$ cat src/sv/dlpw_pkg.sv
package dlpw_pkg;

  // The step number reported with each result is always this wide.
  localparam int STEP_INDEX_BITS = 16;

  localparam int CFG_INDEX_BITS = 2;

  typedef enum logic [CFG_INDEX_BITS-1:0] {
    REG_START_X = 2'd0,
    REG_START_Y = 2'd1,
    REG_END_X   = 2'd2,
    REG_END_Y   = 2'd3
  } cfg_reg_t;

endpackage

$ cat src/sv/dlpw_if.sv
interface dlpw_in_if import dlpw_pkg::*; ();
  logic valid;
  logic ready;
  logic restart;

  modport source (output valid, output restart, input ready);
  modport sink   (input valid, input restart, output ready);
endinterface

interface dlpw_out_if import dlpw_pkg::*; #(
  parameter int COORD_BITS = 16
) ();
  logic                        valid;
  logic                        ready;
  logic signed [COORD_BITS-1:0] point_x;
  logic signed [COORD_BITS-1:0] point_y;
  logic                        moved;
  logic                        at_end;
  logic [STEP_INDEX_BITS-1:0]  step_index;

  modport source (output valid, output point_x, output point_y, output moved,
                  output at_end, output step_index, input ready);
  modport sink   (input valid, input point_x, input point_y, input moved,
                  input at_end, input step_index, output ready);
endinterface

$ cat src/sv/dda_line_point_walker_top.sv
// Line point walker: steps through the grid points of a line between two
// endpoints held in configuration registers.
// Configuration: cfg_we writes cfg_data into the register selected by
// cfg_index (start x, start y, end x, end y). Any write rewinds the walk to
// step 0. Writes are expected only while no request is in flight.
// Input channel in_ch: each request carries restart. A restart returns the
// walk to step 0; otherwise the walk advances one step unless it is already
// at the end point.
// Output channel out_ch: exactly one result per request, holding the point
// at the current step, whether this request moved the walk, whether the walk
// is at the end, and the step number (low 16 bits).
// The result is registered and is valid in the cycle after the request
// is accepted. Throughput is one request per cycle while results are
// taken; the remainder accumulators update in a single add and compare
// per axis, which sets the per-request cost.
// When the receiver stalls, the result stays in the output register and
// in_ch.ready drops until it is taken; a new request is accepted in the same
// cycle that the pending result leaves.
// Reset clears all endpoints to zero and the walk to step 0.
module dda_line_point_walker_top import dlpw_pkg::*; #(
  parameter int COORD_BITS = 16
) (
  input  logic                      clk,
  input  logic                      rst_n,
  dlpw_in_if.sink                   in_ch,
  dlpw_out_if.source                out_ch,
  input  logic                      cfg_we,
  input  logic [CFG_INDEX_BITS-1:0] cfg_index,
  input  logic [COORD_BITS-1:0]     cfg_data
);

  localparam int CB = COORD_BITS;
  // Running base point s + dir*q needs two extra bits of headroom.
  localparam int BW = COORD_BITS + 2;
  localparam logic signed [BW-1:0] ONE_B = BW'(1);

  // Configuration and derived per-axis values.
  logic signed [CB-1:0] sx_r, sy_r, ex_r, ey_r;
  logic [CB-1:0]        dx_r, dy_r;
  logic                 negx_r, negy_r;

  // Walk state.
  logic [CB-1:0]        step_r, step_nxt;
  logic signed [BW-1:0] basex_r, basex_nxt, basey_r, basey_nxt;
  logic [CB-1:0]        remx_r, remx_nxt, remy_r, remy_nxt;

  // Output register.
  logic                        out_valid_r;
  logic signed [CB-1:0]        px_r, py_r;
  logic                        moved_r, at_end_r;
  logic [STEP_INDEX_BITS-1:0]  step_index_r;

  logic signed [CB-1:0] new_sx, new_sy, new_ex, new_ey;
  logic signed [CB:0]   diffx, diffy;
  logic [CB-1:0]        steps;
  logic                 accept, advance;
  logic [CB:0]          sumx, sumy;
  logic                 carryx, carryy;

  function automatic logic signed [CB-1:0] coord_f(input logic signed [BW-1:0] base,
                                                   input logic neg, input logic rem_nz);
    logic signed [BW-1:0] adj;
    adj = base;
    // A fractional part pulls the truncated value back toward zero.
    if (rem_nz) begin
      if (!neg && base[BW-1]) begin
        adj = base + ONE_B;
      end else if (neg && !base[BW-1] && (base != '0)) begin
        adj = base - ONE_B;
      end
    end
    return adj[CB-1:0];
  endfunction

  // Endpoints as they will stand after this cycle's configuration write.
  always_comb begin
    new_sx = sx_r;
    new_sy = sy_r;
    new_ex = ex_r;
    new_ey = ey_r;
    if (cfg_we) begin
      unique case (cfg_reg_t'(cfg_index))
        REG_START_X: new_sx = $signed(cfg_data);
        REG_START_Y: new_sy = $signed(cfg_data);
        REG_END_X:   new_ex = $signed(cfg_data);
        REG_END_Y:   new_ey = $signed(cfg_data);
        default:     new_sx = sx_r;
      endcase
    end
    diffx = {new_ex[CB-1], new_ex} - {new_sx[CB-1], new_sx};
    diffy = {new_ey[CB-1], new_ey} - {new_sy[CB-1], new_sy};
  end

  assign steps = (dx_r > dy_r) ? dx_r : dy_r;

  assign in_ch.ready = !out_valid_r || out_ch.ready;
  assign accept      = in_ch.valid && in_ch.ready;
  assign advance     = accept && !in_ch.restart && (step_r < steps);

  assign sumx   = {1'b0, remx_r} + {1'b0, dx_r};
  assign sumy   = {1'b0, remy_r} + {1'b0, dy_r};
  assign carryx = (sumx >= {1'b0, steps});
  assign carryy = (sumy >= {1'b0, steps});

  always_comb begin
    step_nxt  = step_r;
    basex_nxt = basex_r;
    basey_nxt = basey_r;
    remx_nxt  = remx_r;
    remy_nxt  = remy_r;
    if (accept && in_ch.restart) begin
      step_nxt  = '0;
      basex_nxt = BW'(sx_r);
      basey_nxt = BW'(sy_r);
      remx_nxt  = '0;
      remy_nxt  = '0;
    end else if (advance) begin
      step_nxt = step_r + CB'(1);
      remx_nxt = carryx ? CB'(sumx - {1'b0, steps}) : sumx[CB-1:0];
      remy_nxt = carryy ? CB'(sumy - {1'b0, steps}) : sumy[CB-1:0];
      if (carryx) begin
        basex_nxt = negx_r ? basex_r - ONE_B : basex_r + ONE_B;
      end
      if (carryy) begin
        basey_nxt = negy_r ? basey_r - ONE_B : basey_r + ONE_B;
      end
    end
  end

  always_ff @(posedge clk) begin
    if (!rst_n) begin
      sx_r        <= '0;
      sy_r        <= '0;
      ex_r        <= '0;
      ey_r        <= '0;
      dx_r        <= '0;
      dy_r        <= '0;
      negx_r      <= 1'b1;
      negy_r      <= 1'b1;
      step_r      <= '0;
      basex_r     <= '0;
      basey_r     <= '0;
      remx_r      <= '0;
      remy_r      <= '0;
      out_valid_r <= 1'b0;
    end else begin
      if (cfg_we) begin
        sx_r    <= new_sx;
        sy_r    <= new_sy;
        ex_r    <= new_ex;
        ey_r    <= new_ey;
        dx_r    <= diffx[CB] ? CB'(-diffx) : diffx[CB-1:0];
        dy_r    <= diffy[CB] ? CB'(-diffy) : diffy[CB-1:0];
        // The direction is negative unless the start lies strictly below the end.
        negx_r  <= diffx[CB] || (diffx == '0);
        negy_r  <= diffy[CB] || (diffy == '0);
        step_r  <= '0;
        basex_r <= BW'(new_sx);
        basey_r <= BW'(new_sy);
        remx_r  <= '0;
        remy_r  <= '0;
      end else begin
        step_r  <= step_nxt;
        basex_r <= basex_nxt;
        basey_r <= basey_nxt;
        remx_r  <= remx_nxt;
        remy_r  <= remy_nxt;
      end
      if (accept) begin
        out_valid_r <= 1'b1;
      end else if (out_ch.ready) begin
        out_valid_r <= 1'b0;
      end
    end
  end

  always_ff @(posedge clk) begin
    if (accept) begin
      px_r         <= coord_f(basex_nxt, negx_r, remx_nxt != '0);
      py_r         <= coord_f(basey_nxt, negy_r, remy_nxt != '0);
      moved_r      <= advance;
      at_end_r     <= (step_nxt == steps);
      step_index_r <= STEP_INDEX_BITS'(step_nxt);
    end
  end

  assign out_ch.valid      = out_valid_r;
  assign out_ch.point_x    = px_r;
  assign out_ch.point_y    = py_r;
  assign out_ch.moved      = moved_r;
  assign out_ch.at_end     = at_end_r;
  assign out_ch.step_index = step_index_r;

  a_step_bounded: assert property (@(posedge clk) disable iff (!rst_n)
    step_r <= steps)
    else $error("walk step beyond the line's step count");

  a_rem_bounded: assert property (@(posedge clk) disable iff (!rst_n)
    ((remx_r == '0) || (remx_r < steps)) && ((remy_r == '0) || (remy_r < steps)))
    else $error("remainder accumulator not below the step count");

  a_advance_steps: assert property (@(posedge clk) disable iff (!rst_n)
    advance && !cfg_we |=> (step_r == $past(step_r) + CB'(1)))
    else $error("advance did not move the walk by one step");

  a_restart_rewinds: assert property (@(posedge clk) disable iff (!rst_n)
    accept && in_ch.restart |=> (step_r == '0) && (remx_r == '0) && (remy_r == '0))
    else $error("restart did not rewind the walk");

endmodule

$ cat src/flat_wrapper.sv
// flat-port wrapper written by rule: the top's interface ports become plain ports
module dda_line_point_walker_top_flat import dlpw_pkg::*;
#(
  parameter int COORD_BITS = 16
)
  (clk, rst_n, cfg_we, cfg_index, cfg_data, in_ch_valid, in_ch_restart, in_ch_ready, out_ch_valid, out_ch_point_x, out_ch_point_y, out_ch_moved, out_ch_at_end, out_ch_step_index, out_ch_ready);
  dlpw_in_if in_ch_i ();
  dlpw_out_if #(.COORD_BITS(COORD_BITS)) out_ch_i ();
  input  logic clk;
  input  logic rst_n;
  input  logic cfg_we;
  input  logic [CFG_INDEX_BITS-1:0] cfg_index;
  input  logic [COORD_BITS-1:0] cfg_data;
  input wire logic [$bits(in_ch_i.valid)-1:0] in_ch_valid;
  input wire logic [$bits(in_ch_i.restart)-1:0] in_ch_restart;
  output wire logic [$bits(in_ch_i.ready)-1:0] in_ch_ready;
  output wire logic [$bits(out_ch_i.valid)-1:0] out_ch_valid;
  output wire logic [$bits(out_ch_i.point_x)-1:0] out_ch_point_x;
  output wire logic [$bits(out_ch_i.point_y)-1:0] out_ch_point_y;
  output wire logic [$bits(out_ch_i.moved)-1:0] out_ch_moved;
  output wire logic [$bits(out_ch_i.at_end)-1:0] out_ch_at_end;
  output wire logic [$bits(out_ch_i.step_index)-1:0] out_ch_step_index;
  input wire logic [$bits(out_ch_i.ready)-1:0] out_ch_ready;
  assign in_ch_i.valid = in_ch_valid;
  assign in_ch_i.restart = in_ch_restart;
  assign in_ch_ready = in_ch_i.ready;
  assign out_ch_valid = out_ch_i.valid;
  assign out_ch_point_x = out_ch_i.point_x;
  assign out_ch_point_y = out_ch_i.point_y;
  assign out_ch_moved = out_ch_i.moved;
  assign out_ch_at_end = out_ch_i.at_end;
  assign out_ch_step_index = out_ch_i.step_index;
  assign out_ch_i.ready = out_ch_ready;
  dda_line_point_walker_top #(.COORD_BITS(COORD_BITS)) u_core (.clk(clk), .rst_n(rst_n), .in_ch(in_ch_i), .out_ch(out_ch_i), .cfg_we(cfg_we), .cfg_index(cfg_index), .cfg_data(cfg_data));
endmodule
$ cat config.mk
export PLATFORM = sky130hd
export DESIGN_NAME = dda_line_point_walker_top_flat
export DESIGN_NICKNAME = d
export VERILOG_FILES = /design/src/sv/dlpw_pkg.sv /design/src/sv/dlpw_if.sv /design/src/sv/dda_line_point_walker_top.sv /design/src/flat_wrapper.sv
export SDC_FILE = /design/constraint.sdc
export NUM_CORES = 1
export LEC_CHECK = 0
export ABC_AREA = 1
export ABC_CLOCK_PERIOD_IN_PS = 4600
export BUFFER_PORTS_ARGS = -buffer_cell sky130_fd_sc_hd__buf_2
export CAP_MARGIN = 0
export CORE_MARGIN = 2
export CORE_UTILIZATION = 55
export DETAILED_ROUTE_END_ITERATION = 16
export GPL_TIMING_DRIVEN = 0
export PLACE_DENSITY_LB_ADDON = 0.1
export SYNTH_ARGS = -nofsm -noshare
export SYNTH_HDL_FRONTEND = slang
export SYNTH_SLANG_ARGS = --single-unit
$ cat constraint.sdc
create_clock -name clk -period 4.6 [get_ports clk]
set_input_delay 0.23 -clock clk [delete_from_list [all_inputs] [get_ports clk]]
set_output_delay 0.23 -clock clk [all_outputs]
set_load 0.005 [all_outputs]
==> results of run 1 <==
## metrics by stage
stage               setup WS [ns]  utilization  total power [mW]  cell area (um2)  TNS (ns)
detailed placement          -1.46        0.598              14.7            20600    -74.06
finish                     -0.723        0.703              20.9            24300    -20.53
CTS                        -0.514        0.676              19.2            23300    -15.20
global route               -0.897        0.703              22.3            24300    -27.46
floorplan                -0.00795            -              11.7            19700   -0.0159
global placement            -1.43        0.597              14.6            20600    -63.00
## layout by cell type (no fill, tap or decap), drive strengths merged, types with 28 or more instances in the layout
master    n
nand4    29
o21ai   160
dfxtp   183
xnor2    53
nand2   671
buf     238
edfxtp   50
clkbuf   96
o22ai    48
inv     368
nor3     41
nand3   220
nor2    354
a21oi   202
xor2    103
ha      164
or2      28
## synth_stat cells (10+ instances only)
master / n
a211oi_1: 16
a21oi_1: 201
buf_6: 18
clkbuf_1: 46
dfxtp_1: 183
edfxtp_1: 50
ha_1: 164
inv_1: 358
nand2_1: 641
nand2_2: 21
nand3_1: 214
nand3b_1: 10
nand4_1: 28
nor2_1: 338
nor2_2: 13
nor3_1: 40
o21a_1: 10
o21ai_0: 140
o21ai_1: 13
o22ai_1: 48
or2_2: 27
xnor2_1: 53
xor2_1: 103
## cells by family after synthesis
family                     share of synthesized area
buffers and inverters                         0.0959
xor gates and xnor gates                      0.0708
AOI/OAI and AO/OA                              0.142
DFF                                            0.268
adders and majority gates                      0.115
muxes                                        0.00104
and+or+nand+nor                                0.308
## registers in the layout (all words and copies together), names as in the netlist
| name | flops |
|---|---|
| u_core.sy_r | 16 |
| u_core.basey_r | 18 |
| u_core.basex_r | 18 |
| u_core.dx_r | 16 |
| u_core.sx_r | 16 |
| u_core.ex_r | 16 |
| u_core.negx_r | 1 |
| u_core.negy_r | 1 |
| u_core.out_ch.step_index | 16 |
| u_core.dy_r | 16 |
| u_core.ey_r | 16 |
| u_core.out_ch.valid | 1 |
| u_core.step_r | 16 |
| u_core.remy_r | 16 |
| u_core.out_ch.moved | 1 |
| u_core.remx_r | 16 |
| u_core.out_ch.at_end | 1 |
| u_core.out_ch.point_x | 16 |
| u_core.out_ch.point_y | 16 |
## critical path, delay by kind of cell (launching register included)
family                     cells  cell delay, ns
DFF                            1            0.36
AOI/OAI and AO/OA             10            1.76
and+or+nand+nor               12            1.08
adders and majority gates      3            0.68
buffers and inverters          9            1.03
xor gates and xnor gates       1            0.14
## area by class of cell
| type | instances | area, um2 |
|---|---|---|
| fillers | 2945 | 10300 |
| flip-flops and latches | 233 | 5220 |
| multi-input cells | 2182 | 13800 |
| plain buffers | 79 | 621 |
| well taps | 455 | 569 |
| clock inverters | 7 | 95.1 |
| clock buffers | 46 | 892 |
| inverters | 370 | 1420 |
| diodes | 2 | 5.00 |
| repair buffers | 214 | 1690 |
## repair_timing
item | CTS | global route
resized for setup | 191 | 153
pin swaps | 75 | 78
cloned | 2 | 2
setup endpoints to repair | 135 | 57
hold buffers | 4 | 0
setup buffers | 95 | 39
endpoints found under the hold margin | 4 | 0
## per-layer routing
layer	vias to the layer above	wire length, um
met4	0	2090
li1	9943	-
met5	-	0
met1	9727	30000
met3	137	6700
met2	939	29500
## report_power, final
part / switching (mW) / internal, mW
Sequential: 0.244 / 2.60
Combinational: 9.30 / 6.34
Clock: 0.963 / 1.44
## worst min-delay path by stage
stage	to	slack, ns	cells past startpoint
floorplan	u_core.basey_r[16]$_SDFF_PN0_	0.37	2
global placement	u_core.ey_r[0]$_SDFFE_PN0P_	0.49	2
detailed placement	u_core.ey_r[0]$_SDFFE_PN0P_	0.50	2
CTS	u_core.ex_r[12]$_SDFFE_PN0P_	0.007	3
global route	u_core.ex_r[9]$_SDFFE_PN0P_	0.03	3
finish	u_core.ex_r[12]$_SDFFE_PN0P_	0.02	3
==> metrics.txt, run 1 <==
fin crit period=between 5 and 6 ns; Yosys cell types=62; die area=0.0366 mm2; Tightest Hold Check Type=in2reg; worst stage delay on the critical path=between 0.3 and 0.4 ns; Synth area leaders=dfxtp_1 19%, nand2_1 12%, ha_1 11%; htree depth=1; Seq cells post-synth=233; Clk Latency, worst-skew pair=0.58 ns; Slowest-stage cell, CP=dfxtp_2; Post-synth EDFFs=50; R2R depth=35; worst-path maximum fanout=7; Pleak=between 10 and 15 nW; Reg2Reg Setup Slack=-0.72 ns; maximum vdd drop=626 uV; Layout Cells excl Fill=3,588; Seq/Total Area, Yosys=0.268; syn_area_per_cell=6.73 um2; hold slack=~0.016 ns; Ports=76; Critical Path AT=~5.6 ns; Root Buffer Master=clkbuf_16; initial antenna violation count=2; area grow syn2layout=25.8%; ratio of cells with drive above 1 in the final layout=0.208; GR Overflow Total=0; Worst-Margin Slew=0.947 ns; post-detail-place hpwl=about 51 mm; RSZ-0062 raised after global routing=yes; area fraction of the dominant cell type after synthesis=0.190; FP Rows=between 60 and 70; busiest grt layer=met2; Via Count=a little over 20,000; DRT Pass-1 Iters=6; Critical Path Sink=u_core.out_ch.point_y[4]$_DFFE_PP_; yosys warns=0; setup ws final=-0.723 ns; total CTS buffers=29; critical path endpoint category=register; die width=approximately 190 um; CP Class=reg2reg; Worst Skew=around 0.026 ns; top cell type by total area after synthesis=dfxtp_1; Setup crit start kind=register; Final Hold Fails=0; Hold Startpoint=cfg_data[12]; GR Util met2=0.567; synthesized instance count=around 2,900; Max Fclk=188 MHz; overall routing resource usage=0.361; met1 global-route usage=0.498; worst reg2reg endpoint=u_core.out_ch.point_y[4]$_DFFE_PP_; Finish-stage setup viols=36; largest net degree at the start of global routing=41; WL/cell=19.0 um; Mapped Area=0.0193 mm2; post-route ant nets=0; period utilization=1.16; failing checks=negative setup slack; met3 Resource Use GR=0.0802; CTS tree=done; vias per cell=around 5.8; max-slew violations=0; Rel. slew slack=0.368; Initial Util=0.559; Post-synth top flop=dfxtp_1; CP required=roughly 4.9 ns; DR DRC count=0; Sink Count=233; r2r startpoint=u_core.dy_r[13]$_SDFFE_PN0P_; FFs w/ async S/R, synth=0; Core ar.=0.0345 mm2; First DRT Iteration DRCs=1,974; outcome=complete, but fails checks; nets@finish=3,305; post-placement cell count=3,396; Maximum Capacitance Violations=0; Die H=191 um; first-pass GRT wire length=approximately 100 mm; vias in the first global route=18,900; Worst-path clk slew=roughly 0.06 ns; Synthesized Nets=slightly above 3,000; Pwr per Cell Area=860 mW/mm2; drt total wl=about 70 mm; IO buf count=75; Routability Congestion=0.990; CTS Buffer Depth=3; Worst Setup SP=u_core.dy_r[13]$_SDFFE_PN0P_
Note: power is estimated with default switching activity, not from simulation.
==> run 2, diff against run 1 <==
--- a/config.mk
+++ b/config.mk
@@ -13,7 +13,7 @@
 export CORE_UTILIZATION = 55
 export DETAILED_ROUTE_END_ITERATION = 16
 export GPL_TIMING_DRIVEN = 0
-export PLACE_DENSITY_LB_ADDON = 0.1
+export PLACE_DENSITY = 0.76
 export SYNTH_ARGS = -nofsm -noshare
 export SYNTH_HDL_FRONTEND = slang
 export SYNTH_SLANG_ARGS = --single-unit
==> metrics.txt, run 2 (synthesis results as in run 1) <==
Final TNS setup=-18.61 ns; most frequent cells in the layout=587 x nand2_1, 331 x inv_1, 307 x nor2_1, 191 x nand3_1, 180 x a21oi_1; Tightest Hold Check Type=in2reg; setup ws final=-0.613 ns; Worst Skew=0.0194 ns; CP Class=reg2reg; area grow syn2layout=26.7%; vias per cell=about 5.8; DR DRC count=0; failing checks=negative setup slack; Pleak=about 12 nW; cell family with most CP delay=compound AO/OA/AOI/OAI gates; Critical Path AT=~5.6 ns; total CTS buffers=28; Setup crit start kind=register; Final Hold Fails=0; Sink Count=233; Via Count=21,000; overall routing resource usage=0.362; CTS tree=done; Initial Util=0.559; post-route ant nets=0; Routability Congestion=0.976; drt total wl=69.5 mm; RSZ-0062 raised after global routing=yes; hold slack=0.0860 ns; Core ar.=0.0345 mm2; IO buf count=75; nets@finish=3,320; # fillers=2,847; commonest non-fill, non-tap cell in the layout=nand2_1; Clk Latency, worst-skew pair=0.59 ns; maximum vdd drop=553 uV; period utilization=1.13; Rel. slew slack=0.368; GR Overflow Total=0; CP required=4.94 ns; final core utilization=0.707; Max Fclk=around 190 MHz; fin crit period=~5.2 ns; Die H=191 um; CP bufs+invs=5; WL/cell=19.3 um; Maximum Capacitance Violations=0; DRT Pass-1 Iters=6; htree depth=1; Root Buffer Master=clkbuf_16; Slowest-stage cell, CP=dfxtp_4; Worst-path clk slew=0.06 ns; largest net degree at the start of global routing=39; Finish-stage setup viols=35; worst-path maximum fanout=10; vias in the first global route=just under 20,000; Total Power=20.9 mW; CTS Buffer Depth=3; ratio of cells with drive above 1 in the final layout=0.215; Worst-Margin Slew=0.948 ns; First DRT Iteration DRCs=2,301; Ports=76; Pwr per Cell Area=about 860 mW/mm2; FP Rows=68; die area=0.0366 mm2; first-pass GRT wire length=104 mm; outcome=complete, but fails checks; die width=between 150 and 200 um; biggest regs=u_core.basex_r x18, u_core.basey_r x18; max-slew violations=0; initial antenna violation count=3; critical path endpoint category=register; post-detail-place hpwl=50.7 mm; worst stage delay on the critical path=0.38 ns
[run 2: path summary, 6_finish.rpt]
check | startpoint | end | slack, ns | cells after the start
worst max-delay path | u_core.dx_r[2]$_SDFFE_PN0P_ | u_core.out_ch.point_x[10]$_DFFE_PP_ | -0.61 | 31
worst min-delay path | cfg_data[0] | u_core.ex_r[0]$_SDFFE_PN0P_ | 0.09 | 3
worst max register to register | u_core.dx_r[2]$_SDFFE_PN0P_ | u_core.out_ch.point_x[10]$_DFFE_PP_ | -0.61 | 31
worst min register to register | u_core.out_ch.valid$_SDFFE_PN0P_ | u_core.out_ch.valid$_SDFFE_PN0P_ | 0.50 | 2
[run 2: area by class of cell]
cell class,count,area [um2],share of cell area
diodes,3,7.51,0.000307
plain buffers,79,598,0.0245
clock buffers,40,818,0.0335
clock inverters,12,175,0.00717
inverters,370,1410,0.0577
multi-input cells,2182,13800,0.567
flip-flops and latches,233,5230,0.214
well taps,455,569,0.0233
repair buffers,230,1790,0.0731
[run 2: worst register-to-register path, delay by kind of cell, from the launching register on]
kind / cells / cell delay [ns]
XOR/XNOR: 2 / 0.40
flip-flops: 1 / 0.38
AO/OA/AOI/OAI: 9 / 1.48
AND/OR/NAND/NOR: 13 / 1.47
buffers and inverters: 5 / 0.66
adder cells (fa/ha/maj): 2 / 0.61
[run 2: report_power, final]
part	internal [mW]	switching [mW]
clock	1.42	0.989
sequential	2.60	0.255
combinational	6.26	9.40
total	10.3	10.6
[run 2: timing repair]
action,4_1_cts,5_1_grt
resized for setup,166,213
setup buffers,76,62
setup endpoints to repair,132,88
pin swaps,67,95
gates cloned,2,2
hold endpoints to repair,17,0
hold buffers,15,0
[run 2: metal layers]
layer	share of wire	track usage	vias up
li1	-	-	9975
met1	0.43	0.501	9784
met2	0.44	0.565	1051
met3	0.095	0.0567	196
met4	0.039	0.137	2
met5	0.00016	0	-
[run 2: through the flow]
step                std cells  setup slack (ns)  area (um2)
finish                   3604            -0.613       24400
detailed placement       3396             -1.45       20600
CTS                      3539            -0.550       23100
global route             3601            -0.822       24400
global placement         3395             -1.45       20600
floorplan                2865          -0.00795       19700
